--- src/design/cpade_pkg.sv ---
// shared constants, coefficient tables and pipeline beat types for the pade cube root unit
`default_nettype none
package cpade_pkg;

   localparam int DATA_WIDTH   = 32;
   localparam int FRAC_BITS    = 30;
   localparam int ACC_FRAC     = 32;
   localparam int MAG_W        = 62;
   localparam int COEF_W       = 23;
   localparam int NUM_TERMS    = 8;
   localparam int HORNER_STEPS = NUM_TERMS - 1;
   localparam int MUL_SPLIT    = 32;
   localparam int LO_W         = DATA_WIDTH + MUL_SPLIT;
   localparam int HI_W         = DATA_WIDTH + MAG_W - MUL_SPLIT;
   localparam int PROD_W       = DATA_WIDTH + MAG_W;
   localparam int DVD_W        = MAG_W + FRAC_BITS + 1;
   localparam int DIV_CELLS    = DATA_WIDTH;

   // both sets scaled by 3^10 * 13 so every coefficient is an integer
   localparam logic [COEF_W-1:0] NUM_COEF [NUM_TERMS] = '{
      23'd767637, 23'd2814669, 23'd4113747, 23'd3047220,
      23'd1200420, 23'd240084, 23'd20748, 23'd494
   };
   localparam logic [COEF_W-1:0] DEN_COEF [NUM_TERMS] = '{
      23'd767637, 23'd2558790, 23'd3346110, 23'd2168775,
      23'd722925, 23'd115668, 23'd7140, 23'd85
   };

   // accumulators travel as sign and magnitude
   typedef struct packed {
      logic                  valid;
      logic                  tneg;
      logic [DATA_WIDTH-1:0] tmag;
      logic                  pneg;
      logic [MAG_W-1:0]      pmag;
      logic                  qneg;
      logic [MAG_W-1:0]      qmag;
   } hstep_type;

   typedef struct packed {
      logic                  valid;
      logic                  sat;
      logic                  sat_ones;
      logic [MAG_W-1:0]      rem;
      logic [DATA_WIDTH-1:0] dlo;
      logic [DATA_WIDTH-1:0] quo;
      logic [MAG_W-1:0]      divisor;
   } dstep_type;

endpackage
`default_nettype wire

--- src/design/cpade_div_cell.sv ---
// one restoring division step: one quotient bit per cell
`default_nettype none
module cpade_div_cell (
   input  logic                 clock,
   input  logic                 reset,
   input  cpade_pkg::dstep_type step_in,
   output cpade_pkg::dstep_type step_out
);
   import cpade_pkg::*;

   dstep_type        step_ff, step_in_d;
   logic [MAG_W:0]   trial;
   logic [MAG_W+1:0] diff;
   logic             take;

   always_comb begin
      trial     = {step_in.rem, step_in.dlo[DATA_WIDTH-1]};
      diff      = {1'b0, trial} - {2'b00, step_in.divisor};
      take      = !diff[MAG_W+1];
      step_in_d = step_in;
      step_in_d.rem = take ? diff[MAG_W-1:0] : trial[MAG_W-1:0];
      step_in_d.dlo = {step_in.dlo[DATA_WIDTH-2:0], 1'b0};
      step_in_d.quo = {step_in.quo[DATA_WIDTH-2:0], take};
   end

   always_ff @(posedge clock) begin
      if (reset) begin
         step_ff.valid <= 1'b0;
      end else begin
         step_ff <= step_in_d;
      end
   end

   assign step_out = step_ff;

endmodule
`default_nettype wire

--- config.mk ---
export PLATFORM = sky130hd
export DESIGN_NAME = cpade_div_cell
export DESIGN_NICKNAME = d
export VERILOG_FILES = /design/src/design/cpade_pkg.sv /design/src/design/cpade_div_cell.sv
export SDC_FILE = /design/constraint.sdc
export NUM_CORES = 1
export LEC_CHECK = 0
export ABC_CLOCK_PERIOD_IN_PS = 10300
export BUFFER_PORTS_ARGS = -buffer_cell sky130_fd_sc_hd__buf_2
export CORE_MARGIN = 1
export CORE_UTILIZATION = 40
export CTS_CLUSTER_SIZE = 40
export DETAILED_ROUTE_END_ITERATION = 16
export PLACE_DENSITY = 0.77
export SKIP_CTS_REPAIR_TIMING = 1
export SLEW_MARGIN = 20
export SYNTH_ARGS = -nofsm -noshare
export SYNTH_HDL_FRONTEND = slang
export SYNTH_SLANG_ARGS = --single-unit
--- constraint.sdc ---
create_clock -name clock -period 10.3 [get_ports clock]
set_input_delay 1.03 -clock clock [delete_from_list [all_inputs] [get_ports clock]]
set_output_delay 1.03 -clock clock [all_outputs]
set_load 0.01 [all_outputs]
==> results of run 1 <==
metrics by stage:
step	setup slack [ns]	util	total power [mW]	instance area (sq um)	hold WS (ns)
floorplan	5.087	-	1.290	10310	1.102
global placement	5.440	0.4933	1.466	12460	1.207
detailed placement	5.410	0.4933	1.478	12460	1.208
CTS	5.856	0.5166	2.155	13050	0.7483
global route	5.647	0.5178	2.232	13080	0.7458
finish	5.887	0.5178	2.140	13080	0.7646
routing by layer:
layer  GRT usage  vias to the layer above  part of all wire
li1            -                     4173                 -
met1      0.2667                     4004              0.42
met2      0.3811                      330              0.50
met3     0.03438                       33             0.060
met4     0.06561                        2             0.020
met5           0                        -           0.00044
power by group:
part           switching [mW]  internal [mW]  total, mW
registers              0.0201          0.950      0.970
logic                   0.298          0.197      0.494
clock network           0.347          0.329      0.676
total                   0.665           1.48       2.14
how the worst max path moves through the flow:
| stage | startpoint | to | cells past startpoint | slack, ns |
|---|---|---|---|---|
| after floorplan | reset | step_out[0] | 1 | 5.09 |
| after global placement | step_in[44] | step_out[187] | 14 | 5.44 |
| after detailed placement | step_in[44] | step_out[187] | 14 | 5.41 |
| after CTS | step_in[44] | step_out[187] | 14 | 5.86 |
| after global routing | step_in[44] | step_out[187] | 14 | 5.65 |
| final | step_in[0] | step_out[164] | 13 | 5.89 |
cell usage after synthesis, types with 2 or more instances:
master    number
clkbuf_1      21
nor2_2         2
and4_1         2
buf_6          2
o21bai_1      12
o21ai_1        5
inv_1         83
a31oi_1       11
o31ai_1        3
o221ai_1       2
nand4_1       22
a31o_2         2
mux2_2         4
nand3_1        5
nor3_1         5
buf_4          5
buf_2         14
a21o_1        33
xnor2_1       33
nand2_1      113
xor2_1        23
edfxtp_1     189
a21oi_1       80
a41oi_1        2
or3_1          4
o211ai_1      13
o21a_1         8
a21boi_0       2
o21ai_0       93
nand2b_1       9
or2_2          3
nor4b_1        2
ha_1          62
nor2b_1        6
nor2_1        36
a211oi_1      10
nor4_1         4
layout make-up:
| cell class | instances | share of cell area |
|---|---|---|
| Antenna cell | 1 | 0.0001914 |
| Clock inverter | 14 | 0.01263 |
| Inverter | 83 | 0.02440 |
| Clock buffer | 17 | 0.03253 |
| Timing Repair Buffer | 385 | 0.1496 |
| Tap cell | 330 | 0.03157 |
| Sequential cell | 190 | 0.4355 |
| Multi-Input combinational cell | 631 | 0.3135 |
logic make-up after synthesis:
group,after synthesis
AOI/OAI and AO/OA,287
and+or+nand+nor,219
DFF,190
buffers and inverters,125
adders and majority gates,63
xor gates and xnor gates,56
muxes,5
other,1
==> results.toml, run 1 <==
[run_status]
run_status = "complete, no violations"

[finish]
multiInputGateArea_sq_um = 4100
fill_cells = 2263
drive_gt1_frac = 0.3273
final_cell_mix = "buf_2 (381), edfxtp_1 (189), nand2_1 (113)"
nets = 1564
seq_area_sq_um = 5695
largest_register_ffs = 190
final_common_cell = "buf_2"
areaGrowthSynthToFinish_pct = 26.88
finalNonFillerCells = 1651

[power]
ir_drop_mv = 0.08133
leakagePower_nw = 5.794
powerDensity_nw_per_um2 = 163.7

[timing]
finalCriticalPeriod_ns = 4.413
finalSetupViolCount = 0
min_period_over_period = 0.4285
clock.fmax_mhz = 226.6
fin_setup_tns_ns = 0
worstMarginPinSlew_ns = 0.7413
final_max_slew_viol_count = 0
slew_headroom = 0.5013
hold_viol_final = 0
grt_setup_unrepaired = "no"

[drt]
avgViaCountPerCell = 5.174
wl_per_cell_microns = 17.81
vias = 8542
drtAntennaViolNets = 0
drtPass1Iterations = 5
drc_errors = 0
wl_mm = 29.41
drt-initial-drc-count = 677

[worst_setup_path]
path_class = "in -> reg"
critPathSlowestCell = "o21ai_0"
cp_slowest_stage_delay_ns = 0.56
path_max_fanout = 5
start_kind = "input pin"
critPathBufInv = 1
cp.required_ns = 10.48
cpLargestDelayFamily = "compound AO/OA/AOI/OAI gates"
crit_arrival_ns = 4.59
cp_cell_sequence = "buf_2 -> ha_1 -> fa_1 -> nor2b_1 -> o211ai_1 -> a2111oi_2 -> o211ai_1 -> o21ai_0 -> a21oi_1 -> o21bai_1 -> a21boi_0 -> xor2_1 -> o21ai_0"
end_kind = "flop"

[yosys]
synth_top_area_frac = 0.5506
synthTopCellsByArea = "edfxtp_1 (55%), ha_1 (7.5%), o21ai_0 (4.5%), nand2_1 (4.1%), a21oi_1 (3.9%)"
post-synth-top-area-cell = "edfxtp_1"
postSynth.topFlopCell = "edfxtp_1"
synth_cell_types = 58
synth_adder_area_share = 0.07720
synth_top_family_by_area = "compound AO/OA/AOI/OAI gates"
ys_seq_area_frac = 0.5526
synthSimpleGateAreaFrac = 0.09687
ys_warn_count = 0
syn_inst = 946
ys_async_sr_fraction = 0
ys_ff_latch = 190
syn_nets = 1202
avgSynthCellArea_sq_um = 10.90
synth-edff-count = 189
synth_xor_area_frac = 0.04758
syn_area_sq_um = 10310
synthMuxAreaShare = 0.005341
synth_compound_area_frac = 0.1696

[worst_hold_path]
hold_depth = 1
holdPathEnd = "step_out[113]"
hp-class = "in -> reg"
worst_hold_startpoint = "step_in[112]"

[flow_run]
maxCapViolations = 0

[global_routing]
grt_overflow = 0
grt_pass1_vias = 8097
grt_max_degree = 107
grt_pass1_wl_mm = 43.70
grt_usage = 0.2149
antenna_found_initial = 3

[clocking]
root_buffer = "clkbuf_16"
cts_sinks = 190
clkTransAtPathRegs_ns = 0.09
cts_tree = "built"
ctsHtreeMaxLevel = 4
cts_buffer_depth = 2
cts-buffers-inserted = 17

[die]
die_w_microns = 162.5
die_area_sq_um = 26410
die_y_microns = 162.5
initial_core_util = 0.4081
pin_count = 384
rows = 58
core-area_sq_um = 25250

[placed_design]
placed_cells = 1618
portBuffers = 381
hpwl_mm = 22.92
globalplace.congestion = 0.8612
Note: power is estimated with default switching activity, not from simulation.
==> run 2, diff against run 1 <==
ABC_CLOCK_PERIOD_IN_PS = 4260   (was 10300)
clock period = 4.26 ns   (was 10.3 ns; I/O delays follow)
==> run 2 against run 1 <==
Total power is 140% higher. Largest cell class unchanged. Non-clock buffer count is 10 higher. Setup slack worse by 5.2 ns. Largest power group unchanged. Clock power is 140% higher. Hold slack worse by 0.61 ns. Cell count is 0.61% higher.
==> results.toml, run 2 (synthesis gave the netlist of run 1 again) <==
[timing]
worstMarginPinSlew_ns = 0.8755
clock.fmax_mhz = 280.3
hold_viol_final = 0
fin_setup_tns_ns = 0
slew_headroom = 0.4151
finalCriticalPeriod_ns = 3.567
grt_setup_unrepaired = "no"
final_max_slew_viol_count = 0
finalSetupViolCount = 0
min_period_over_period = 0.8373
fin_ws_ns = 0.6929

[drt]
drtPass1Iterations = 5
wl_per_cell_microns = 18.04
drt-initial-drc-count = 685
wl_mm = 29.96
avgViaCountPerCell = 5.231
drtAntennaViolNets = 0
vias = 8688
drc_errors = 0

[power]
ir_drop_mv = 0.2199
powerDensity_nw_per_um2 = 395.1
power.total_mw = 5.205
leakagePower_nw = 5.843

[global_routing]
grt_pass1_vias = 8363
grt_overflow = 0
grt_usage = 0.2195
grt_use_met1 = 0.2737
grt_max_degree = 80
grt_pass1_wl_mm = 44.66
antenna_found_initial = 1
met3_usage = 0.03056
top_usage_layer = "met2"
use_met2 = 0.3891

[placed_design]
placed_cells = 1629
dp_slack_ns = 0.3099
hpwl_mm = 23.43
globalplace.congestion = 0.8431
portBuffers = 381

[worst_hold_path]
hp-class = "in -> reg"

[clocking]
cts_tree = "built"
ctsHtreeMaxLevel = 4
cts_sinks = 190
clkTransAtPathRegs_ns = 0.09
cts-buffers-inserted = 17
root_buffer = "clkbuf_16"
cts_buffer_depth = 2

[die]
pin_count = 384
die_y_microns = 162.5
core-area_sq_um = 25250
rows = 58
initial_core_util = 0.4081
die_w_microns = 162.5
die_area_sq_um = 26410

[flow_run]
maxCapViolations = 0

[worst_setup_path]
crit_top_cell = "o211ai_1"
cp_cell_sequence = "buf_2 -> ha_1 -> fa_1 -> nor2b_1 -> o211ai_1 -> a2111oi_2 -> o211ai_1 -> or3_1 -> a31oi_1 -> a2111oi_0 -> nor2_1 -> xnor2_1 -> o21ai_1"
crit_path_start = "step_in[0]"
cpLargestDelayFamily = "compound AO/OA/AOI/OAI gates"
start_kind = "input pin"
path_class = "in -> reg"
cp_slowest_stage_delay_ns = 0.50
crit_arrival_ns = 3.76
crit_cells = 13
crit_path_end = "step_out[184]"
path_max_fanout = 4
critPathSlowestCell = "a2111oi_2"
end_kind = "flop"
cp.required_ns = 4.46
critPathBufInv = 1

[run_status]
run_status = "complete, no violations"

[finish]
finalNonFillerCells = 1661
drive_gt1_frac = 0.3321
final_cell_mix = "buf_2 (381), edfxtp_1 (189), nand2_1 (113)"
final_common_cell = "buf_2"
areaGrowthSynthToFinish_pct = 27.82
largest_register_ffs = 190
nets = 1574
diodes = 0
==> run 2: cell types whose count changed in the layout (fill, tap and decap cells not counted), moves of 2 or more <==
cell	previous run	this run
buf_12	0	3
buf_4	3	11
clkinv_4	3	5
clkinv_8	3	5
inv_8	6	2
==> run 2: where the power goes <==
group	total [mW]	internal, mW	switching, mW
sequential	2.34	2.30	0.0476
clock	1.64	0.797	0.846
combinational	1.22	0.487	0.731
==> run 2: worst min-delay path by stage <==
stage                    endpoint         from  depth (start not counted)  slack, ns
floorplan           step_out[190]        reset                          1       0.50
global placement     step_out[98]  step_in[97]                          1       0.60
detailed placement   step_out[96]  step_in[95]                          1       0.60
CTS                  step_out[75]  step_in[74]                          1       0.14
global route         step_out[64]  step_in[63]                          1       0.14
finish               step_out[75]  step_in[74]                          1       0.16
==> run 2: layout make-up <==
cell class / instances / area (sq um)
clock buffer: 18 / 429.2
clock inverter: 14 / 172.7
fill: 2289 / 12080
inverter: 83 / 315.3
multi-input combinational: 631 / 4100
sequential: 190 / 5695
tap: 330 / 412.9
timing repair buffer: 395 / 2049
==> run 2: per-stage QoR <==
stage	util	hold WS, ns	cell area, sq um
2_1_floorplan	-	0.4976	10310
3_3_place_gp	0.4979	0.6022	12570
6_report	0.5217	0.1578	13180
3_5_place_dp	0.4979	0.6042	12570
5_1_grt	0.5217	0.1386	13180
4_1_cts	0.5217	0.1411	13180
==> run 2: metal layers <==
metal / wire, microns / up-vias / part of all wire
met5: 0 / - / 0
met4: 586 / 0 / 0.020
met3: 1790 / 35 / 0.060
met2: 15180 / 338 / 0.51
met1: 12400 / 4112 / 0.41
li1: - / 4203 / -
